File: src/hdl/quaternion_normalize_defines.svh
// ---------------------------------------------------------------------------
// quaternion normalize assertion macros
// shared concurrent check forms, clocked on the rising edge, reset-gated
// ---------------------------------------------------------------------------
`ifndef QUATERNION_NORMALIZE_DEFINES_SVH
`define QUATERNION_NORMALIZE_DEFINES_SVH

// same-cycle implication
`define QN_ASSERT_SAME(label, clk, rst, ante, cons, msg) \
   label: assert property (@(posedge clk) disable iff (rst) (ante) |-> (cons)) \
      else $error(msg);

// next-cycle implication
`define QN_ASSERT_NEXT(label, clk, rst, ante, cons, msg) \
   label: assert property (@(posedge clk) disable iff (rst) (ante) |=> (cons)) \
      else $error(msg);

`endif

File: src/hdl/qn_pkg.sv
// ---------------------------------------------------------------------------
// quaternion normalize package
// widths, pipeline payload types and the per-step arithmetic
// ---------------------------------------------------------------------------
package qn_pkg;

   localparam int COMP_W       = 16;
   localparam int LANES        = 4;
   localparam int SQ_W         = 31;
   localparam int SUM_W        = 33;
   localparam int RAD_W        = 42;
   localparam int ROOT_W       = 21;
   localparam int SQ_REM_W     = 24;
   localparam int QUO_W        = 15;
   localparam int SQRT_STEPS   = 3;
   localparam int SQRT_STAGES  = ROOT_W / SQRT_STEPS;
   localparam int DIV_STEPS    = 3;
   localparam int DIV_STAGES   = QUO_W / DIV_STEPS;
   localparam int CSR_ADDR_W   = 3;
   localparam int CSR_DATA_W   = 32;

   localparam logic [COMP_W-1:0]     ONE_Q14       = 16'd16384;
   localparam logic [CSR_DATA_W-1:0] EPSILON_RESET = 32'd268;
   localparam logic                  REG_EPSILON   = 1'b0;

   typedef logic [COMP_W-1:0] comp_type;

   typedef struct packed {
      logic                         valid;
      logic                         degen;
      logic [LANES-1:0][COMP_W-1:0] comp;
      logic [RAD_W-1:0]             rad;
      logic [SQ_REM_W-1:0]          rem;
      logic [ROOT_W-1:0]            root;
   } sqrt_pipe_type;

   typedef struct packed {
      logic              neg;
      logic              ovf;
      logic [ROOT_W-1:0] rem;
      logic [QUO_W-1:0]  quo;
   } div_lane_type;

   typedef struct packed {
      logic                        valid;
      logic                        degen;
      logic [ROOT_W-1:0]           len;
      div_lane_type [LANES-1:0]    lane;
   } div_pipe_type;

   // one radicand digit pair of the bit-by-bit square root
   function automatic sqrt_pipe_type sqrt_step(input sqrt_pipe_type s);
      sqrt_pipe_type       r;
      logic [SQ_REM_W-1:0] rem2;
      logic [SQ_REM_W-1:0] trial;
      r     = s;
      rem2  = {s.rem[SQ_REM_W-3:0], s.rad[RAD_W-1 -: 2]};
      trial = {1'b0, s.root, 2'b01};
      r.rad = {s.rad[RAD_W-3:0], 2'b00};
      if (rem2 >= trial) begin
         r.rem  = rem2 - trial;
         r.root = {s.root[ROOT_W-2:0], 1'b1};
      end else begin
         r.rem  = rem2;
         r.root = {s.root[ROOT_W-2:0], 1'b0};
      end
      return r;
   endfunction

   // one quotient bit of the restoring divide
   function automatic div_lane_type div_step(input div_lane_type l, input logic [ROOT_W-1:0] len);
      div_lane_type      r;
      logic [ROOT_W:0]   r2;
      logic [ROOT_W:0]   diff;
      r    = l;
      r2   = {l.rem, 1'b0};
      diff = r2 - {1'b0, len};
      if (r2 >= {1'b0, len}) begin
         r.rem = diff[ROOT_W-1:0];
         r.quo = {l.quo[QUO_W-2:0], 1'b1};
      end else begin
         r.rem = r2[ROOT_W-1:0];
         r.quo = {l.quo[QUO_W-2:0], 1'b0};
      end
      return r;
   endfunction

endpackage

File: src/hdl/qn_csr.sv
// ---------------------------------------------------------------------------
// quaternion normalize register file
// apb-style access to the squared-length epsilon
// ---------------------------------------------------------------------------
module qn_csr (
   input  logic                          clock,
   input  logic                          reset,
   input  logic                          psel,
   input  logic                          penable,
   input  logic                          pwrite,
   input  logic [qn_pkg::CSR_ADDR_W-1:0] paddr,
   input  logic [qn_pkg::CSR_DATA_W-1:0] pwdata,
   output logic [qn_pkg::CSR_DATA_W-1:0] prdata,
   output logic                          pready,
   output logic [qn_pkg::CSR_DATA_W-1:0] epsilon
);
   import qn_pkg::*;

   logic [CSR_DATA_W-1:0] epsilon_ff;
   logic [CSR_DATA_W-1:0] epsilon_in;

   always_comb begin
      epsilon_in = epsilon_ff;
      if (psel && penable && pwrite && (paddr[CSR_ADDR_W-1] == REG_EPSILON)) begin
         epsilon_in = pwdata;
      end
   end

   always_ff @(posedge clock) begin
      if (reset) begin
         epsilon_ff <= EPSILON_RESET;
      end else begin
         epsilon_ff <= epsilon_in;
      end
   end

   assign prdata  = (paddr[CSR_ADDR_W-1] == REG_EPSILON) ? epsilon_ff : '0;
   assign pready  = 1'b1;
   assign epsilon = epsilon_ff;

endmodule

File: config.mk
export PLATFORM = sky130hd
export DESIGN_NAME = qn_csr
export DESIGN_NICKNAME = d
export VERILOG_FILES = /design/src/hdl/quaternion_normalize_defines.svh /design/src/hdl/qn_pkg.sv /design/src/hdl/qn_csr.sv
export SDC_FILE = /design/constraint.sdc
export NUM_CORES = 1
export LEC_CHECK = 0
export ABC_AREA = 1
export BUFFER_PORTS_ARGS = -buffer_cell sky130_fd_sc_hd__buf_2
export CAP_MARGIN = 20
export CORE_ASPECT_RATIO = 0.6
export CORE_MARGIN = 5
export CORE_UTILIZATION = 45
export DETAILED_ROUTE_END_ITERATION = 12
export PLACE_DENSITY = 0.83
export RECOVER_POWER = 25
export SYNTH_ARGS = -nofsm -noshare
export SYNTH_HDL_FRONTEND = slang
export SYNTH_SLANG_ARGS = --single-unit
export TNS_END_PERCENT = 50
File: constraint.sdc
create_clock -name clock -period 2.6 [get_ports clock]
set_clock_uncertainty 0.2 [all_clocks]
set_input_delay 0.13 -clock clock [delete_from_list [all_inputs] [get_ports clock]]
set_output_delay 0.13 -clock clock [all_outputs]
set_load 0.05 [all_outputs]
==> impl_results.md <==
- Number of global-route vias before repair: 1,937
- Slew margin rel.: 59.2%
- Slew Viols, Final: 0
- Critical Path RT: 2270 ps
- # DRC: 0
- Vias/cell: 4.43
- GRT Total Usage: 19.3%
- Slew @ Worst Pin: 612 ps
- First-pass iteration count of the detailed router: 4
- Total core area: 0.00374 mm^2
- TritonCTS clock tree: built
- Register bit total from synthesis: 32
- Synth cell types: 17
- Multi-input gate area: 781 um^2
- I/O pin cnt: 105
- Commonest non-fill, non-tap cell in the layout: buf_2
- Critical Path Sink Type: output pin
- Period minus WS final: 1490 ps
- NumNets Final: 442
- Gpl congestion: 0.777
- Clock root cell: clkbuf_8
- Clk buf depth: 2
- GRT overflow: 0
- PortBufs: 101
- Worst slack at placement: 922 ps
- Final setup viols: 0
- Die W: 91.2 um
- Worst min path class: input port to flip-flop
- First-pass GRT wire length: 8560 um
- Synth Cell Area: 0.00178 mm^2
- Initial Util: 47.6%
- Drt wl/cell: 11.2 um
- PnR worst setup slack: 1110 ps
- Fin area: 0.00263 mm^2
- TritonCTS Sinks: 32
- Placed cell areas: 0.00225 mm^2
- Cts repair resizes: 0
- Post-Syn Area per Cell: 6.43 um^2
- Initial DRC Count: 52
- Fraction of layout cells with a size suffix above 1: 33.0%
- Pwr Density: 465 mW/mm^2
- Reg2reg setup slack: 1770 ps
- Period utilisation layout: 57.2%
- Area growth from synthesis to layout: 47.4%
- Die Height: 58.7 um
- Crit Path Class: flip-flop to output pin
- Largest register FFs: 32
- CP delay by family, top: buffers and inverters
- Commonest cells after routing, fill and taps aside: buf_2, inv_1, nor2_1
- Initial antenna violation count: 0
- H-Tree Depth: 2
- Arr. time, crit path: 1160 ps
- Cells after synthesis: 277
- Worst path buffer plus inverter count: 1
- Rows: 17
- Sequential-to-total area share from yosys stat: 36.0%
- Delay of the slowest critical-path stage: 490 ps
- CP max stage cell: clkbuf_1
- CTS buffer count: 5
- Worst skew pair latency: 280 ps
- DIE AREA: 0.00536 mm^2
- Yosys warnings: 0
- Largest net degree at the start of global routing: 35
- Syn Nets: 317
- Max rail drop VDD: 0.332 mV
- Setup tns final: 0 ps
- CP startpoint kind: flip-flop
- Final hold violation count: 0
- Detail Placement HPWL: 3130 um
- # diodes: 0
- Outcome: completed
- Critical-path cell list: clkbuf_1
- Overall Power: 1.22 mW
- Post-route ant nets: 0
- Worst-path fanout max: 3
- DR vias: 1,993
- # Max-Cap Violations: 0
- Storage cell area: 641 um^2
- Fill cells: 330
- Worst-path clk slew: 70 ps
- RSZ-0062 raised after global routing: false
- Drt total wl: 5020 um
- Max Fclk: 672 MHz
- Leakage: 1.41 nW
==> through the flow <==
stage	hold WS, ps	cells	util [%]
CTS	3.02	450	70.9
detailed placement	154	411	60.2
floorplan	56.2	277	-
finish	6.54	450	70.1
global placement	144	411	60.2
global route	9.12	450	70.1
==> per-layer routing <==
metal,vias to the layer above,global-route usage (%),part of all wire [%]
met3,4,7.79,11
met2,92,35.1,47
li1,1032,-,-
met5,-,0,0
met1,865,21.0,42
met4,0,5.86,0.58
==> kinds of logic after synthesis <==
group                  share of synthesized area, %
other                                         0.211
DFF                                            36.0
and+or+nand+nor                                43.6
buffers and inverters                          20.2
==> worst paths after layout <==
kind / from / endpoint / cells past startpoint
max: epsilon[14] / epsilon[14] / 1
min: pwdata[22] / epsilon[22] / 5
max reg2reg: epsilon[14] / epsilon[14] / 2
min reg2reg: epsilon[8] / epsilon[8] / 2
==> synthesized netlist by cell type <==
| master | n | share of area [%] |
|---|---|---|
| conb_1 | 1 | 0.21 |
| clkbuf_1 | 5 | 1.1 |
| nand2_4 | 1 | 0.63 |
| buf_8 | 2 | 1.7 |
| dfxtp_1 | 32 | 36 |
| inv_1 | 64 | 13 |
| buf_4 | 2 | 0.84 |
| nand2_1 | 36 | 7.6 |
| inv_2 | 1 | 0.21 |
| nand2_2 | 1 | 0.35 |
| buf_2 | 5 | 1.4 |
| buf_1 | 1 | 0.21 |
| nand3_1 | 32 | 9.0 |
| nor2_1 | 50 | 11 |
| buf_6 | 2 | 1.3 |
| nor2_8 | 1 | 1.1 |
| nor2_2 | 41 | 14 |
==> power breakdown <==
| part | total (mW) | switching (mW) | internal, mW |
|---|---|---|---|
| clock network | 0.387 | 0.177 | 0.211 |
| registers | 0.523 | 0.0153 | 0.508 |
| logic | 0.309 | 0.207 | 0.102 |
| total | 1.22 | 0.399 | 0.820 |
==> layout make-up <==
cell class | count | area share [%]
timing repair buffer | 135 | 30.8
multi-input combinational | 163 | 29.7
sequential | 32 | 24.4
inverter | 65 | 9.29
clock buffer | 6 | 3.15
tap | 47 | 2.24
clock inverter | 2 | 0.381
==> worst register-to-register path: stages, from the launching register on <==
cell and delay (ps):
dfxtp_1 390, nor2_2 60, nor2_2 110
==> what timing repair did <==
| action | CTS | global route |
|---|---|---|
| setup buffers | 0 | 0 |
| hold buffers | 31 | 0 |
| endpoints found under the hold margin | 31 | 0 |
| setup endpoints to repair | 0 | 0 |
(Power assumes the default switching activity.)
