### config.mk
export PLATFORM = sky130hd
export DESIGN_NAME = qn_div_stage
export DESIGN_NICKNAME = d
export VERILOG_FILES = /design/src/hdl/quaternion_normalize_defines.svh /design/src/hdl/qn_pkg.sv /design/src/hdl/qn_div_stage.sv
export SDC_FILE = /design/constraint.sdc
export NUM_CORES = 1
export LEC_CHECK = 0
export ABC_CLOCK_PERIOD_IN_PS = 15100
export BUFFER_PORTS_ARGS = -buffer_cell sky130_fd_sc_hd__buf_2
export CAP_MARGIN = 25
export CORE_MARGIN = 10
export CORE_UTILIZATION = 32
export DETAILED_ROUTE_END_ITERATION = 12
export PLACE_DENSITY_LB_ADDON = 0.05
export SKIP_LAST_GASP = 1
export SLEW_MARGIN = 20
export SYNTH_ARGS = -nofsm -noshare
export SYNTH_HDL_FRONTEND = slang
export SYNTH_SLANG_ARGS = --single-unit
### constraint.sdc
create_clock -name clock -period 15.1 [get_ports clock]
set_clock_uncertainty 0.2 [all_clocks]
set_input_delay 0.755 -clock clock [delete_from_list [all_inputs] [get_ports clock]]
set_output_delay 0.755 -clock clock [all_outputs]
set_load 0.02 [all_outputs]
### src/hdl/quaternion_normalize_defines.svh
// ---------------------------------------------------------------------------
// quaternion normalize assertion macros
// shared concurrent check forms, clocked on the rising edge, reset-gated
// ---------------------------------------------------------------------------
`ifndef QUATERNION_NORMALIZE_DEFINES_SVH
`define QUATERNION_NORMALIZE_DEFINES_SVH

// same-cycle implication
`define QN_ASSERT_SAME(label, clk, rst, ante, cons, msg) \
   label: assert property (@(posedge clk) disable iff (rst) (ante) |-> (cons)) \
      else $error(msg);

// next-cycle implication
`define QN_ASSERT_NEXT(label, clk, rst, ante, cons, msg) \
   label: assert property (@(posedge clk) disable iff (rst) (ante) |=> (cons)) \
      else $error(msg);

`endif

### src/hdl/qn_pkg.sv
// ---------------------------------------------------------------------------
// quaternion normalize package
// widths, pipeline payload types and the per-step arithmetic
// ---------------------------------------------------------------------------
package qn_pkg;

   localparam int COMP_W       = 16;
   localparam int LANES        = 4;
   localparam int SQ_W         = 31;
   localparam int SUM_W        = 33;
   localparam int RAD_W        = 42;
   localparam int ROOT_W       = 21;
   localparam int SQ_REM_W     = 24;
   localparam int QUO_W        = 15;
   localparam int SQRT_STEPS   = 3;
   localparam int SQRT_STAGES  = ROOT_W / SQRT_STEPS;
   localparam int DIV_STEPS    = 3;
   localparam int DIV_STAGES   = QUO_W / DIV_STEPS;
   localparam int CSR_ADDR_W   = 3;
   localparam int CSR_DATA_W   = 32;

   localparam logic [COMP_W-1:0]     ONE_Q14       = 16'd16384;
   localparam logic [CSR_DATA_W-1:0] EPSILON_RESET = 32'd268;
   localparam logic                  REG_EPSILON   = 1'b0;

   typedef logic [COMP_W-1:0] comp_type;

   typedef struct packed {
      logic                         valid;
      logic                         degen;
      logic [LANES-1:0][COMP_W-1:0] comp;
      logic [RAD_W-1:0]             rad;
      logic [SQ_REM_W-1:0]          rem;
      logic [ROOT_W-1:0]            root;
   } sqrt_pipe_type;

   typedef struct packed {
      logic              neg;
      logic              ovf;
      logic [ROOT_W-1:0] rem;
      logic [QUO_W-1:0]  quo;
   } div_lane_type;

   typedef struct packed {
      logic                        valid;
      logic                        degen;
      logic [ROOT_W-1:0]           len;
      div_lane_type [LANES-1:0]    lane;
   } div_pipe_type;

   // one radicand digit pair of the bit-by-bit square root
   function automatic sqrt_pipe_type sqrt_step(input sqrt_pipe_type s);
      sqrt_pipe_type       r;
      logic [SQ_REM_W-1:0] rem2;
      logic [SQ_REM_W-1:0] trial;
      r     = s;
      rem2  = {s.rem[SQ_REM_W-3:0], s.rad[RAD_W-1 -: 2]};
      trial = {1'b0, s.root, 2'b01};
      r.rad = {s.rad[RAD_W-3:0], 2'b00};
      if (rem2 >= trial) begin
         r.rem  = rem2 - trial;
         r.root = {s.root[ROOT_W-2:0], 1'b1};
      end else begin
         r.rem  = rem2;
         r.root = {s.root[ROOT_W-2:0], 1'b0};
      end
      return r;
   endfunction

   // one quotient bit of the restoring divide
   function automatic div_lane_type div_step(input div_lane_type l, input logic [ROOT_W-1:0] len);
      div_lane_type      r;
      logic [ROOT_W:0]   r2;
      logic [ROOT_W:0]   diff;
      r    = l;
      r2   = {l.rem, 1'b0};
      diff = r2 - {1'b0, len};
      if (r2 >= {1'b0, len}) begin
         r.rem = diff[ROOT_W-1:0];
         r.quo = {l.quo[QUO_W-2:0], 1'b1};
      end else begin
         r.rem = r2[ROOT_W-1:0];
         r.quo = {l.quo[QUO_W-2:0], 1'b0};
      end
      return r;
   endfunction

endpackage

### src/hdl/qn_div_stage.sv
// ---------------------------------------------------------------------------
// quaternion normalize divide stage
// three quotient bits per register stage on all four lanes
// ---------------------------------------------------------------------------
module qn_div_stage (
   input  logic                 clock,
   input  logic                 reset,
   input  logic                 advance,
   input  qn_pkg::div_pipe_type up_pipe,
   output qn_pkg::div_pipe_type dn_pipe
);
   import qn_pkg::*;

   div_pipe_type pipe_ff;
   div_pipe_type pipe_in;

   always_comb begin
      pipe_in = up_pipe;
      for (int n = 0; n < LANES; n++) begin
         for (int k = 0; k < DIV_STEPS; k++) begin
            pipe_in.lane[n] = div_step(pipe_in.lane[n], up_pipe.len);
         end
      end
   end

   always_ff @(posedge clock) begin
      if (reset) begin
         pipe_ff.valid <= 1'b0;
      end else if (advance) begin
         pipe_ff <= pipe_in;
      end
   end

   assign dn_pipe = pipe_ff;

endmodule
==> impl_results.md <==
* Pleak at 9.87 nW
* Syn avg cell area at 9.09 um2
* Dpl hpwl at 56.1 mm
* CTS sink cnt at 175
* R2R Setup Slk at 14.32 ns
* Hold endpoint: dn_pipe[118]$_DFFE_PP_
* Filler cells at 6328
* Net Switching at 1.76 mW
* Distinct cells, synth at 92
* I/O Pins at 353
* Number of port buffers at 340
* Peak supply drop at 90.9 uV
* Mapped Cells at 2176
* Worst hold stages at 1
* Final ANT Viol Nets at 0
* Crit path top cell by count: buf_4
* Fin nets at 2952
* Die ar. at 72200 um2
* Synth Net Count at 2602
* Worst hold path type: input pin to flop
* Syn. warnings at 0
* Vias per inst at 5.44
* Combinational share of power at 0.685
* Die H at 269 um
* Worst-margin pin slew at 1.01 ns
* CP Max Fanout at 32
* Multi-input logic area at 14000 um2
* Net Sw Frac at 0.448
* CP Class: input pin to flop
* Worst path arrival time at 10.74 ns
* Register area share after synthesis at 0.265
* CP endpoint kind: flop
* Critical Path Max Stage Delay at 0.69 ns
* Clk pwr share at 0.118
* Highest Clock Rate at 93.3 MHz
* Pre-antenna DRT Iters at 5
* Setup bufs post-CTS at 0
* Commonest cells in the netlist: ha_1, a21oi_1, nor2_1
* CTS Hold Bufs at 0
* Chip width at 269 um
* H-tree depth at 4
* Setup TNS Final at 0 ns
* Core footprint at 61500 um2
* Congestion Overflow GR at 0
* Maxcap violations at 0
* DR WL/cell at 21.6 um
* Sequential power share at 0.197
* Clk_lat worst skew at 0.48 ns
* Flops & latches, synth at 175
* Vias at 18.1k
* DRC at 0
* Power Density at 170 nW/um2
* Iter 0 DRT Violations at 1122
* Share of cells above drive strength 1 at 0.241
* Final worst path period share at 0.710
* Max-slew violation count at 0
* Number of flops mapped to enable cells by yosys at 174
* Overall routing resource usage at 0.194
* Max reg flops at 175
* R2r worst-path depth at 2
* First-pass GRT wire length at 106 mm
* Vias in the first global route at 17.5k
* Clock-pin slew on the worst setup and hold paths at 0.08 ns
* CP Launch Type: input pin
* Synth top area cells: edfxtp_1, ha_1, mux2_2
* Ys async rst share at 0
* RSZ-0062 raised after global routing: no
* Post-synth top flop: edfxtp_1
* Status: finished clean
* FF-to-FF End: dn_pipe[174]$_SDFFE_PP0P_
* Hold path startpoint: up_pipe[115]
* Worst reg2reg path startpoint: dn_pipe[174]$_SDFFE_PP0P_
* Initial Utilization at 0.322
* Root Buffer: clkbuf_16
* Initial antenna violation count at 9
* Storage cell area at 5250 um2
* Worst Path Required at 15.13 ns
* Area Overhead vs Synth at 16.9%
* Routed WL at 71.9 mm
* Pin count of the biggest net entering global routing at 74
* Gp weighted congestion at 0.842
* CTS tree: built
* Synth top area share at 0.264
* Area leader, netlist: edfxtp_1
* Place WS at 3.72 ns
* Setup WS post-layout at 4.39 ns
* Pint at 2.17 mW
* Post-Synthesis Cell Area at 19800 um2
* Min cycle time layout at 10.71 ns
* Slew margin rel. at 0.327
* Num CTS Buffers at 17
* Fin. Hold Viols at 0
* Post-CTS resize count at 0
* Final setup vio count at 0
* # rows at 91
* Max Buffers Root-to-Sink at 2
* Slowest cell on the critical path: nor2_1
* Most frequent cell after synthesis: ha_1
## stage by stage
step	instances	power, mW	util	cell area [um2]	hold slack, ns
finish	3331	3.93	0.376	23100	0.236
global route	3329	4.27	0.376	23100	0.205
CTS	3328	3.97	0.376	23100	0.195
detailed placement	3296	3.47	0.366	22500	0.296
global placement	3296	3.46	0.366	22500	0.271
floorplan	2176	2.86	-	19800	0.379
## final cells by class
class                      count  share of cell area
multi-input combinational   1875               0.607
sequential                   175               0.227
timing repair buffer         375              0.0853
tap                          790              0.0428
clock buffer                  17              0.0184
inverter                      82              0.0133
clock inverter                15             0.00644
antenna                        2            0.000216
## kinds of logic after synthesis
kind of cell	share of synthesized area
AO/OA/AOI/OAI	0.218
AND/OR/NAND/NOR	0.146
adder cells (fa/ha/maj)	0.158
XOR/XNOR	0.0863
multiplexers	0.100
flip-flops	0.265
buffers and inverters	0.0263
## how the worst max path moves through the flow
stage | startpoint | end | slack, ns | depth (start not counted)
floorplan | up_pipe[152] | dn_pipe[134]$_DFFE_PP_ | 5.48 | 35
global placement | up_pipe[152] | dn_pipe[140]$_DFFE_PP_ | 3.73 | 34
detailed placement | up_pipe[152] | dn_pipe[140]$_DFFE_PP_ | 3.72 | 34
CTS | up_pipe[152] | dn_pipe[140]$_DFFE_PP_ | 4.21 | 34
global route | up_pipe[152] | dn_pipe[93]$_DFFE_PP_ | 3.54 | 35
finish | up_pipe[152] | dn_pipe[93]$_DFFE_PP_ | 4.39 | 34
## power by group through the flow
stage	registers [mW]	clock network, mW	logic, mW
3_3_place_gp	0.785	0	2.67
5_1_grt	0.785	0.497	2.98
3_5_place_dp	0.787	0	2.69
6_report	0.773	0.465	2.69
2_1_floorplan	0.940	0	1.92
4_1_cts	0.776	0.485	2.71
## placed cells by master, fill, tap and decap left out, types with 26 or more instances in the layout
cell      instances
a211oi_1         33
a21o_1           64
a21oi_1         209
buf_2           340
buf_4            34
edfxtp_1        174
ha_1            244
inv_1            80
mux2_2          148
nand2_1         139
nand2b_1         34
nand3_1          49
nor2_1          185
nor2b_1          26
nor3_1           45
o21a_1           34
o21ai_0         129
xnor2_1         128
xor2_1           67
## routing by layer
layer	track usage	wire (um)	part of all wire	up-vias
met5	0	69	0.00096	-
met4	0.0421	998	0.014	12
met3	0.0397	4760	0.066	66
met2	0.325	33500	0.47	455
met1	0.252	32600	0.45	8637
li1	-	-	-	8954
## critical path: cells and delay by family
| family | cells | cell delay (ns) |
|---|---|---|
| buffers and inverters | 7 | 1.89 |
| multiplexers | 2 | 0.74 |
| AO/OA/AOI/OAI | 17 | 4.75 |
| adder cells (fa/ha/maj) | 3 | 1.11 |
| AND/OR/NAND/NOR | 5 | 1.41 |
Power figures use the tool's default switching activity.
