===== config.mk =====
export PLATFORM = sky130hd
export DESIGN_NAME = qn_sqrt_stage
export DESIGN_NICKNAME = d
export VERILOG_FILES = /design/src/hdl/quaternion_normalize_defines.svh /design/src/hdl/qn_pkg.sv /design/src/hdl/qn_sqrt_stage.sv
export SDC_FILE = /design/constraint.sdc
export NUM_CORES = 1
export LEC_CHECK = 0
export BUFFER_PORTS_ARGS = -buffer_cell sky130_fd_sc_hd__buf_4
export CAP_MARGIN = 10
export CORE_ASPECT_RATIO = 0.5
export CORE_UTILIZATION = 46
export DETAILED_ROUTE_END_ITERATION = 10
export PLACE_DENSITY = 0.81
export SLEW_MARGIN = 40
export SYNTH_ARGS = -nofsm -noshare
export SYNTH_HDL_FRONTEND = slang
export SYNTH_SLANG_ARGS = --single-unit
export TNS_END_PERCENT = 30

===== constraint.sdc =====
create_clock -name clock -period 21.6 [get_ports clock]
set_input_delay 1.08 -clock clock [delete_from_list [all_inputs] [get_ports clock]]
set_output_delay 1.08 -clock clock [all_outputs]
set_load 0.01 [all_outputs]

===== src/hdl/quaternion_normalize_defines.svh =====
// ---------------------------------------------------------------------------
// quaternion normalize assertion macros
// shared concurrent check forms, clocked on the rising edge, reset-gated
// ---------------------------------------------------------------------------
`ifndef QUATERNION_NORMALIZE_DEFINES_SVH
`define QUATERNION_NORMALIZE_DEFINES_SVH

// same-cycle implication
`define QN_ASSERT_SAME(label, clk, rst, ante, cons, msg) \
   label: assert property (@(posedge clk) disable iff (rst) (ante) |-> (cons)) \
      else $error(msg);

// next-cycle implication
`define QN_ASSERT_NEXT(label, clk, rst, ante, cons, msg) \
   label: assert property (@(posedge clk) disable iff (rst) (ante) |=> (cons)) \
      else $error(msg);

`endif


===== src/hdl/qn_pkg.sv =====
// ---------------------------------------------------------------------------
// quaternion normalize package
// widths, pipeline payload types and the per-step arithmetic
// ---------------------------------------------------------------------------
package qn_pkg;

   localparam int COMP_W       = 16;
   localparam int LANES        = 4;
   localparam int SQ_W         = 31;
   localparam int SUM_W        = 33;
   localparam int RAD_W        = 42;
   localparam int ROOT_W       = 21;
   localparam int SQ_REM_W     = 24;
   localparam int QUO_W        = 15;
   localparam int SQRT_STEPS   = 3;
   localparam int SQRT_STAGES  = ROOT_W / SQRT_STEPS;
   localparam int DIV_STEPS    = 3;
   localparam int DIV_STAGES   = QUO_W / DIV_STEPS;
   localparam int CSR_ADDR_W   = 3;
   localparam int CSR_DATA_W   = 32;

   localparam logic [COMP_W-1:0]     ONE_Q14       = 16'd16384;
   localparam logic [CSR_DATA_W-1:0] EPSILON_RESET = 32'd268;
   localparam logic                  REG_EPSILON   = 1'b0;

   typedef logic [COMP_W-1:0] comp_type;

   typedef struct packed {
      logic                         valid;
      logic                         degen;
      logic [LANES-1:0][COMP_W-1:0] comp;
      logic [RAD_W-1:0]             rad;
      logic [SQ_REM_W-1:0]          rem;
      logic [ROOT_W-1:0]            root;
   } sqrt_pipe_type;

   typedef struct packed {
      logic              neg;
      logic              ovf;
      logic [ROOT_W-1:0] rem;
      logic [QUO_W-1:0]  quo;
   } div_lane_type;

   typedef struct packed {
      logic                        valid;
      logic                        degen;
      logic [ROOT_W-1:0]           len;
      div_lane_type [LANES-1:0]    lane;
   } div_pipe_type;

   // one radicand digit pair of the bit-by-bit square root
   function automatic sqrt_pipe_type sqrt_step(input sqrt_pipe_type s);
      sqrt_pipe_type       r;
      logic [SQ_REM_W-1:0] rem2;
      logic [SQ_REM_W-1:0] trial;
      r     = s;
      rem2  = {s.rem[SQ_REM_W-3:0], s.rad[RAD_W-1 -: 2]};
      trial = {1'b0, s.root, 2'b01};
      r.rad = {s.rad[RAD_W-3:0], 2'b00};
      if (rem2 >= trial) begin
         r.rem  = rem2 - trial;
         r.root = {s.root[ROOT_W-2:0], 1'b1};
      end else begin
         r.rem  = rem2;
         r.root = {s.root[ROOT_W-2:0], 1'b0};
      end
      return r;
   endfunction

   // one quotient bit of the restoring divide
   function automatic div_lane_type div_step(input div_lane_type l, input logic [ROOT_W-1:0] len);
      div_lane_type      r;
      logic [ROOT_W:0]   r2;
      logic [ROOT_W:0]   diff;
      r    = l;
      r2   = {l.rem, 1'b0};
      diff = r2 - {1'b0, len};
      if (r2 >= {1'b0, len}) begin
         r.rem = diff[ROOT_W-1:0];
         r.quo = {l.quo[QUO_W-2:0], 1'b1};
      end else begin
         r.rem = r2[ROOT_W-1:0];
         r.quo = {l.quo[QUO_W-2:0], 1'b0};
      end
      return r;
   endfunction

endpackage


===== src/hdl/qn_sqrt_stage.sv =====
// ---------------------------------------------------------------------------
// quaternion normalize square root stage
// three root bits per register stage
// ---------------------------------------------------------------------------
module qn_sqrt_stage (
   input  logic                  clock,
   input  logic                  reset,
   input  logic                  advance,
   input  qn_pkg::sqrt_pipe_type up_pipe,
   output qn_pkg::sqrt_pipe_type dn_pipe
);
   import qn_pkg::*;

   sqrt_pipe_type pipe_ff;
   sqrt_pipe_type pipe_in;

   always_comb begin
      pipe_in = up_pipe;
      for (int k = 0; k < SQRT_STEPS; k++) begin
         pipe_in = sqrt_step(pipe_in);
      end
   end

   always_ff @(posedge clock) begin
      if (reset) begin
         pipe_ff.valid <= 1'b0;
      end else if (advance) begin
         pipe_ff <= pipe_in;
      end
   end

   assign dn_pipe = pipe_ff;

endmodule


==> results by group, run 1 <==
Status
  • Outcome: completed

Min path
  • Min-Delay Path Class: register to register
  • Hold path start: dn_pipe[152]$_SDFFE_PP0P_
  • Hold path cells: 2
  • Hold path endpoint: dn_pipe[152]$_SDFFE_PP0P_

Critical path
  • Crit path DAT: 9.40 ns
  • Worst R2R End: dn_pipe[152]$_SDFFE_PP0P_
  • CP startpoint kind: primary input
  • Reg2Reg Depth: 2
  • Crit path max fanout: 35
  • RR Startpoint: dn_pipe[152]$_SDFFE_PP0P_
  • Worst path max stage delay: 0.57 ns
  • Flop-to-flop setup slack: 20.99 ns
  • Slowest library cell on the worst path: o21ai_0
  • CP Capture Type: register
  • Critical path type: primary input to register
  • Critical Path RT: 21.75 ns
  • Worst setup path start: up_pipe[5]

Finish
  • Layout fillers: 1,557
  • Multi-input logic area: 4430 sq um
  • Storage element area: 4400 sq um
  • Final core utilization: 62.6%
  • Largest register FFs: 147
  • Net total in the final layout: 1,344
  • Most frequent cells in the layout: 303 x buf_4, 146 x edfxtp_1, 80 x a21oi_1
  • Number of diodes: 0
  • P&R area growth vs syn: 33.3%
  • Commonest non-fill, non-tap cell in the layout: buf_4
  • Layout cells sized above 1: 34.7%

Power and ir drop
  • VDD IR max: 60.2 uV
  • Leakage: 0.00526 uW
  • Power per Cell Area: 109 nW/um^2

Routing
  • Final wirelength: 26.0 mm
  • Antenna violation net count after detailed routing: 0
  • DR WL met2: 12.6 mm
  • DRC viols: 0
  • Top Metal Used: met4
  • Via/cell ratio: 5.42
  • Routed vias: 7,574
  • Wire per inst: 18.6 microns
  • Number of DRC markers in iteration 0: 608
  • DRT met1 WL: 11.5 mm
  • DRT Pass-1 Iters: 6
  • Metal3 WL: 1.29 mm

Timing
  • Final hold violation count: 0
  • RSZ-0062 raised after global routing: no
  • Worst-Margin Slew: 0.798 ns
  • Slew Limit Fails: 0
  • Rel. slew slack: 46.8%
  • Hold_ws: 0.545 ns
  • Setup violators final: 0
  • Fmax: 108 MHz
  • Crit share post-route: 42.8%
  • Setup TNS: 0 ns
  • Min Tclk post-route: 9.25 ns
  • Clock Skews: 0 ns

CTS
  • Clk buf depth: 2
  • Worst skew pair latency: 0.41 ns
  • Post-CTS setup buffer count: 0
  • Clock tree from TritonCTS: built
  • CTS H-tree lvls: 4
  • CTS Root Cell: clkbuf_16
  • # clock sinks: 147
  • Hold buffer count at CTS: 0
  • Worst-path clk slew: 0.06 ns
  • Resize count post-CTS: 0
  • Inserted Clock Buffers: 17

Yosys
  • Seq cells post-synth: 147
  • Netlist cell types: 79
  • Cell Area, Synth: 9170 sq um
  • Register area share after synthesis: 48.0%
  • Syn Area/Cell: 11.2 sq um
  • Async set-reset flop share out of synthesis: 0%
  • Post-synth EDFFs: 146
  • Area leader, netlist: edfxtp_1
  • Synth warn: 0
  • Synth top area share: 47.8%
  • Primary FF master, synth: edfxtp_1
  • Synth top area cells: edfxtp_1 48%, ha_1 9.4%, a21oi_1 4.4%
  • Gate Count Post-Synth: 820

Global route
  • GR Overflow Total: 0
  • Gr usage total: 24.5%
  • Antenna violations before repair: 0
  • First-pass GRT wire length: 38.9 mm
  • Vias in the first global route: 7,266
  • Largest net degree at the start of global routing: 65

Die
  • Die extent in y: 102 microns
  • Core Box Area: 19,500 sq um
  • Row count: 36
  • IO Pins: 309
  • Die X: 202 microns
  • Die area: 20,500 sq um
  • Starting Density: 47.0%

Placement
  • Port buffer count: 300
  • RePlAce Congestion: 0.909
  • HPWL Detailed: 20.9 mm

Flow run
  • Max-Cap Viols: 0
==> cell usage after synthesis, drive strengths merged (2+ instances only) <==
library cell    n
ha             69
o21ai          57
nand2b         10
a21boi          3
edfxtp        146
mux2i           4
nand3           6
o2111ai         3
xnor2          41
and3            6
nor2b          10
o21bai          8
a31oi          10
nand2          72
a21oi          82
o211ai          8
and4            3
nor2           52
o41a            2
mux2           22
clkbuf         13
a221oi          3
and2            2
buf            17
inv            44
xor2           21
nor3           10
a2111oi         3
a211o           2
a41oi           2
o31ai           5
nand3b          2
a21o           33
a211oi          9
o21a            8
a31o            3
nor3b           3
nand4           7
or3             2
or2             2
nand4b          2
a22oi           2
==> metrics by stage <==
stage | total power (uW) | area [sq um] | std cells | setup WS, ns
detailed placement | 1040 | 11700 | 1366 | 12.15
finish | 1330 | 12200 | 1397 | 12.35
CTS | 1330 | 12200 | 1397 | 12.57
global route | 1400 | 12200 | 1397 | 11.81
floorplan | 872 | 9190 | 825 | 13.37
global placement | 1030 | 11600 | 1364 | 12.26
==> power by group <==
part / internal (uW) / switching [uW] / total (uW)
Clock: 170 / 111 / 281
Combinational: 301 / 366 / 667
Sequential: 373 / 11.2 / 384
Total: 844 / 488 / 1330
==> cell type report <==
class | instances | share of cell area, %
flip-flops and latches | 147 | 36.1
multi-input cells | 604 | 36.3
clock inverters | 12 | 1.08
well taps | 266 | 2.72
repair buffers | 305 | 19.0
clock buffers | 19 | 3.54
inverters | 44 | 1.37
==> how the worst max path moves through the flow <==
stage | to | depth (start not counted) | slack (ns)
after CTS | dn_pipe[39]$_DFFE_PP_ | 31 | 12.57
final | dn_pipe[39]$_DFFE_PP_ | 31 | 12.35
after detailed placement | dn_pipe[39]$_DFFE_PP_ | 31 | 12.15
after global placement | dn_pipe[43]$_DFFE_PP_ | 32 | 12.26
after floorplan | dn_pipe[0]$_DFFE_PP_ | 1 | 13.37
after global routing | dn_pipe[42]$_DFFE_PP_ | 31 | 11.81
==> worst max-delay path, delay by kind of cell <==
family                   cells  cell delay, ns
AO/OA/AOI/OAI               15            4.48
AND/OR/NAND/NOR              7            1.05
adder cells (fa/ha/maj)      3            1.23
multiplexers                 1            0.33
buffers and inverters        5            1.19
==> metal layers <==
metal / global-route usage, % / vias to the layer above
li1: - / 3640
met5: 0 / -
met2: 41.9 / 292
met3: 3.09 / 42
met4: 8.16 / 0
met1: 32.8 / 3600
==> cell families after synthesis <==
family                   after synthesis  share of synthesized area, %
XOR/XNOR                              62                          5.92
flip-flops                           147                          48.0
adder cells (fa/ha/maj)               69                          9.42
AO/OA/AOI/OAI                        250                          19.0
AND/OR/NAND/NOR                      191                          10.1
other                                  1                        0.0409
buffers and inverters                 74                          3.92
multiplexers                          26                          3.55
No activity file was read; power rests on OpenSTA's default activity.
==> run 2, diff against run 1 <==
--- a/config.mk
+++ b/config.mk
@@ -5,12 +5,13 @@
 export SDC_FILE = /design/constraint.sdc
 export NUM_CORES = 1
 export LEC_CHECK = 0
+export ABC_AREA = 1
 export BUFFER_PORTS_ARGS = -buffer_cell sky130_fd_sc_hd__buf_4
 export CAP_MARGIN = 10
 export CORE_ASPECT_RATIO = 0.5
 export CORE_UTILIZATION = 46
 export DETAILED_ROUTE_END_ITERATION = 10
-export PLACE_DENSITY = 0.81
+export PLACE_DENSITY = 0.84
 export SLEW_MARGIN = 40
 export SYNTH_ARGS = -nofsm -noshare
 export SYNTH_HDL_FRONTEND = slang
==> constraint.sdc (replaced) <==
create_clock -name clock -period 7.6 [get_ports clock]
set_input_delay 0.38 -clock clock [delete_from_list [all_inputs] [get_ports clock]]
set_output_delay 0.38 -clock clock [all_outputs]
set_load 0.01 [all_outputs]
==> run 2 against run 1 <==
  * Combinational power grew 150%
  * Clock skew did not move
  * Core utilization increased by 2.2 points
  * Register-to-register slack worse by 14 ns
  * Sequential power rose to 2.8 times the previous value
  * Count of clock-buffer cells in the layout fell by 1
  * Sequential share of layout area about the same
  * Critical endpoint is now dn_pipe[32]$_DFFE_PP_
==> results by group, run 2 <==
Yosys
  • Post-synth EDFFs: 146
  • Largest family of logic cells by synthesized area: simple AND/OR/NAND/NOR gates
  • Simple-gate share of the synthesized area: 19.3%
  • Register area share after synthesis: 48.6%
  • Netlist cell types: 46
  • Primary FF master, synth: edfxtp_1
  • Syn Area/Cell: 9.13 sq um
  • Synth top cells by count: 239 x nand2_1, 146 x edfxtp_1, 111 x inv_1
  • Area leader, netlist: edfxtp_1
  • Gate Count Post-Synth: 993
  • Synth top area share: 48.4%
  • Compound-Gate Fraction of Synth Area: 11.9%
  • Synth top area cells: edfxtp_1 48%, nand2_1 9.9%, ha_1 9.5%
  • Post-Synth XOR/XNOR Area: 4.35%
  • Adder-cell share of the synthesized area: 9.53%
  • Synth warn: 0
  • Most frequent cell after synthesis: nand2_1
  • Cell Area, Synth: 9060 sq um
  • Post-synthesis mux area share: 0%
  • Seq cells post-synth: 147
  • Async set-reset flop share out of synthesis: 0%

Finish
  • Layout cells sized above 1: 28.5%
  • Net total in the final layout: 1,528
  • Largest register FFs: 147
  • Most frequent cells in the layout: 303 x buf_4, 239 x nand2_1, 146 x edfxtp_1
  • P&R area growth vs syn: 34.7%
  • Commonest non-fill, non-tap cell in the layout: buf_4
  • Number of diodes: 0
  • Finished Cell Area: 12,200 sq um

CTS
  • Inserted Clock Buffers: 17
  • Worst skew pair latency: 0.41 ns
  • Clk buf depth: 2
  • Post-CTS setup buffer count: 0
  • CTS H-tree lvls: 4
  • Clock tree from TritonCTS: built
  • Resize count post-CTS: 0
  • Worst-path clk slew: 0.06 ns
  • CTS Root Cell: clkbuf_16
  • Hold buffer count at CTS: 0
  • # clock sinks: 147

Critical path
  • Critical path's top delay family: simple AND/OR/NAND/NOR gates
  • Critical path type: primary input to register
  • Flop-to-flop setup slack: 6.99 ns
  • CP Capture Type: register
  • Crit path DAT: 6.87 ns
  • CP startpoint kind: primary input
  • Slowest library cell on the worst path: nor4_1
  • Worst Path Buf+Inv: 6
  • Most frequent CP cell: nand2_1
  • Crit path max fanout: 31
  • Worst path max stage delay: 0.48 ns
  • Critical Path RT: 7.74 ns

Power and ir drop
  • Power per Cell Area: 296 nW/um^2
  • Leakage: 0.00564 uW
  • VDD IR max: 165 uV

Die
  • IO Pins: 309
  • Starting Density: 48.1%
  • Die area: 20,300 sq um
  • Die X: 201 microns
  • Die extent in y: 101 microns
  • Core Box Area: 18,800 sq um
  • Row count: 35

Placement
  • RePlAce Congestion: 0.906
  • HPWL Detailed: 22.6 mm
  • Post-Place Setup Slack: 0.668 ns
  • DP Area: 11,600 sq um
  • Port buffer count: 300

Routing
  • Number of DRC markers in iteration 0: 685
  • Final wirelength: 27.5 mm
  • DRC viols: 0
  • DRT Pass-1 Iters: 5
  • Routed vias: 8,346
  • Wire per inst: 17.5 microns
  • Antenna violation net count after detailed routing: 0
  • Via/cell ratio: 5.30

Timing
  • Rel. slew slack: 55.8%
  • Setup TNS: 0 ns
  • Slew Limit Fails: 0
  • Worst-Margin Slew: 0.663 ns
  • Clock Skews: 0 ns
  • Fmax: 149 MHz
  • Setup violators final: 0
  • Min Tclk post-route: 6.73 ns
  • RSZ-0062 raised after global routing: no
  • Final hold violation count: 0
  • Crit share post-route: 88.6%
  • Setup WS post-layout: 0.867 ns

Global route
  • Vias in the first global route: 7,874
  • Gr usage total: 26.4%
  • GR Overflow Total: 0
  • First-pass GRT wire length: 41.2 mm
  • Largest net degree at the start of global routing: 77
  • Antenna violations before repair: 0

Min path
  • Min-Delay Path Class: primary input to register

Status
  • Outcome: completed

Flow run
  • Max-Cap Viols: 0
==> run 2: changes by cell type in the layout (fill, tap and decap cells not counted), moves of 13 or more <==
| cell | change |
|---|---|
| nand2_1 | +167 |
| inv_1 | +70 |
| nand3_1 | +39 |
| o21ai_0 | +30 |
| a21o_1 | -26 |
| xnor2_1 | -26 |
| nand2_2 | +14 |
| a21oi_1 | -13 |
| nor2_1 | +13 |
==> run 2: cells by family (layout without fill, tap and decap cells) <==
group	Yosys count	after routing
xor gates and xnor gates	45	45
and+or+nand+nor	405	405
AOI/OAI and AO/OA	191	191
buffers and inverters	135	453
DFF	147	147
adders and majority gates	69	69
other	1	6
==> run 2: path summary, 6_finish.rpt <==
path	depth (start not counted)	start	end
setup / recovery	32	up_pipe[7]	dn_pipe[32]$_DFFE_PP_
hold / removal	1	up_pipe[108]	dn_pipe[108]$_DFFE_PP_
setup reg to reg	2	dn_pipe[152]$_SDFFE_PP0P_	dn_pipe[152]$_SDFFE_PP0P_
hold reg to reg	2	dn_pipe[152]$_SDFFE_PP0P_	dn_pipe[152]$_SDFFE_PP0P_
==> run 2: through the flow <==
step | std cells | total power [uW] | hold slack [ns] | util, %
after floorplan | 998 | 2220 | 0.449 | -
after global placement | 1543 | 2680 | 0.448 | 61.5
after detailed placement | 1543 | 2710 | 0.484 | 61.5
after CTS | 1575 | 3590 | 0.127 | 64.8
after global routing | 1575 | 3830 | 0.123 | 64.8
final | 1575 | 3610 | 0.139 | 64.8
==> run 2: worst register-to-register path, delay by kind of cell (launching register included) <==
| family | cells | cell delay, ns |
|---|---|---|
| flip-flops | 1 | 0.35 |
| AO/OA/AOI/OAI | 1 | 0.13 |
| AND/OR/NAND/NOR | 1 | 0.07 |
==> run 2: layout make-up <==
| class | instances | area [sq um] |
|---|---|---|
| inverters | 116 | 440 |
| clock buffers | 18 | 429 |
| well taps | 259 | 324 |
| clock inverters | 14 | 190 |
| fillers | 1575 | 6630 |
| repair buffers | 305 | 2300 |
| flip-flops and latches | 147 | 4400 |
| multi-input cells | 716 | 4120 |
==> run 2: power by group <==
group	leakage (uW)	internal, uW	switching [uW]
registers	0.00138	1040	32.2
logic	0.00396	621	1040
clock network	0.000300	528	343
total	0.00564	2190	1420
==> run 2: per-layer routing <==
metal,global-route usage [%],share of wire (%),vias up
li1,-,-,4016
met1,35.3,43,3928
met2,45.5,48,363
met3,4.05,7.4,39
met4,6.75,1.6,0
met5,0,0,-
==> run 3, diff against run 2 <==
--- a/config.mk
+++ b/config.mk
@@ -12,6 +12,7 @@
 export CORE_UTILIZATION = 46
 export DETAILED_ROUTE_END_ITERATION = 10
 export PLACE_DENSITY = 0.84
+export REMOVE_ABC_BUFFERS = 1
 export SLEW_MARGIN = 40
 export SYNTH_ARGS = -nofsm -noshare
 export SYNTH_HDL_FRONTEND = slang
==> run 3 against run 2 <==
  * Clock skew stayed put
  * Highest routed layer unchanged
  * Routed wire length up 0.23%
  * Critical path depth stayed put
  * Register-to-register slack better by 0.05 ns
  * Worst hold slack improved by 0.0021 ns
  * Sequential share of layout area increased by 0.17 points
  * Die area unchanged
  * Via count increased by 0.29%
  * Cell area is 0.46% lower
  * Largest power group unchanged
==> results by group, run 3 (same netlist as run 2, synthesis figures left out) <==
Status
  • Outcome: completed

Critical path
  • CP startpoint kind: primary input
  • Crit path max fanout: 31
  • Critical path type: primary input to register
  • Crit path DAT: 7.01 ns
  • Critical Path RT: 7.86 ns
  • Worst path max stage delay: 0.48 ns
  • Slowest library cell on the worst path: nor4_1
  • CP Capture Type: register

Placement
  • Port buffer count: 300
  • Placed Cells: 1,542
  • HPWL Detailed: 22.6 mm
  • RePlAce Congestion: 0.939

Die
  • Die X: 201 microns
  • Die area: 20,300 sq um
  • Core Box Area: 18,800 sq um
  • Die extent in y: 101 microns
  • Starting Density: 48.1%
  • IO Pins: 309
  • Row count: 35

Timing
  • Final hold violation count: 0
  • RSZ-0062 raised after global routing: no
  • Setup TNS: 0 ns
  • Setup violators final: 0
  • Clock Skews: 0 ns
  • Rel. slew slack: 55.6%
  • Min Tclk post-route: 6.75 ns
  • Worst-Margin Slew: 0.666 ns
  • Slew Limit Fails: 0
  • Crit share post-route: 88.9%
  • Fmax: 148 MHz

Global route
  • Gr busiest metal: met2
  • Largest net degree at the start of global routing: 77
  • Gr usage total: 26.3%
  • Global-route met1 utilization: 35.9%
  • GR Overflow Total: 0
  • Antenna violations before repair: 0
  • Vias in the first global route: 7,939
  • First-pass GRT wire length: 41.8 mm
  • M3 GR Usage: 3.12%
  • GR Layer Usage met2: 45.7%

CTS
  • Resize count post-CTS: 0
  • Clock tree from TritonCTS: built
  • CTS H-tree lvls: 4
  • Inserted Clock Buffers: 17
  • Post-CTS setup buffer count: 0
  • CTS Root Cell: clkbuf_16
  • Worst skew pair latency: 0.41 ns
  • # clock sinks: 147
  • Worst-path clk slew: 0.07 ns
  • Clk buf depth: 2
  • Hold buffer count at CTS: 0

Routing
  • Number of DRC markers in iteration 0: 549
  • Antenna violation net count after detailed routing: 0
  • DRT Pass-1 Iters: 6
  • DRC viols: 0
  • Final wirelength: 27.6 mm
  • Via/cell ratio: 5.32
  • Wire per inst: 17.5 microns
  • Routed vias: 8,370

Finish
  • Commonest non-fill, non-tap cell in the layout: buf_4
  • Largest register FFs: 147
  • Layout cells sized above 1: 28.4%
  • Layout fillers: 1,571
  • Fin cells: 1,574
  • P&R area growth vs syn: 34.0%
  • Most frequent cells in the layout: 302 x buf_4, 239 x nand2_1, 146 x edfxtp_1
  • Net total in the final layout: 1,527
  • Number of diodes: 0

Flow run
  • Max-Cap Viols: 0

Power and ir drop
  • VDD IR max: 209 uV
  • Power per Cell Area: 294 nW/um^2
  • Leakage: 0.00560 uW

Min path
  • Min-Delay Path Class: primary input to register
==> run 3: cell count changes in the layout (fill, tap and decap cells not counted) <==
cell	before	now
inv_6	6	8
bufinv_16	3	1
clkinv_2	0	1
clkinvlp_4	1	3
clkinv_4	3	0
buf_4	303	302
==> run 3: area by class of cell <==
cell class / count / area, sq um / share of cell area [%]
sequential: 147 / 4400 / 36.3
multi-input combinational: 716 / 4120 / 33.9
timing repair buffer: 304 / 2290 / 18.8
inverter: 116 / 440 / 3.63
clock buffer: 18 / 429 / 3.53
tap: 259 / 324 / 2.67
clock inverter: 14 / 141 / 1.16
==> run 3: worst paths after layout <==
kind	start	to	slack [ns]	cells past startpoint
worst min-delay path	up_pipe[121]	dn_pipe[121]$_DFFE_PP_	0.14	1
worst max register to register	dn_pipe[152]$_SDFFE_PP0P_	dn_pipe[152]$_SDFFE_PP0P_	7.04	2
worst min register to register	dn_pipe[152]$_SDFFE_PP0P_	dn_pipe[152]$_SDFFE_PP0P_	0.46	2
worst max-delay path	up_pipe[7]	dn_pipe[30]$_DFFE_PP_	0.85	32
==> run 3: through the flow <==
stage	hold WS (ns)	total power, uW	utilization, %	setup WS (ns)	instance area, sq um
floorplan	0.449	2170	-	0.385	8960
global placement	0.450	2670	61.4	0.799	11600
detailed placement	0.452	2720	61.4	0.621	11600
CTS	0.133	3540	64.5	0.983	12100
global route	0.129	3780	64.5	0.318	12100
finish	0.141	3570	64.5	0.846	12100
==> run 3: per-layer routing <==
layer,vias to the layer above,share of wire [%],routed length [microns]
met4,0,1.0,282
li1,4007,-,-
met5,-,0,0
met3,29,6.4,1750
met2,331,49,13500
met1,4003,44,12000
==> run 3: worst max-delay path: cells and delay by family <==
kind                       cells  cell delay, ns
AOI/OAI and AO/OA             12            2.69
and+or+nand+nor               10            1.71
xor gates and xnor gates       1            0.18
adders and majority gates      3            1.18
buffers and inverters          6            0.84
==> run 3: report_power, final <==
group / leakage (uW) / internal, uW / switching (uW)
sequential: 0.00138 / 1040 / 31.3
combinational: 0.00395 / 619 / 1060
clock: 0.000273 / 462 / 354
total: 0.00560 / 2120 / 1450
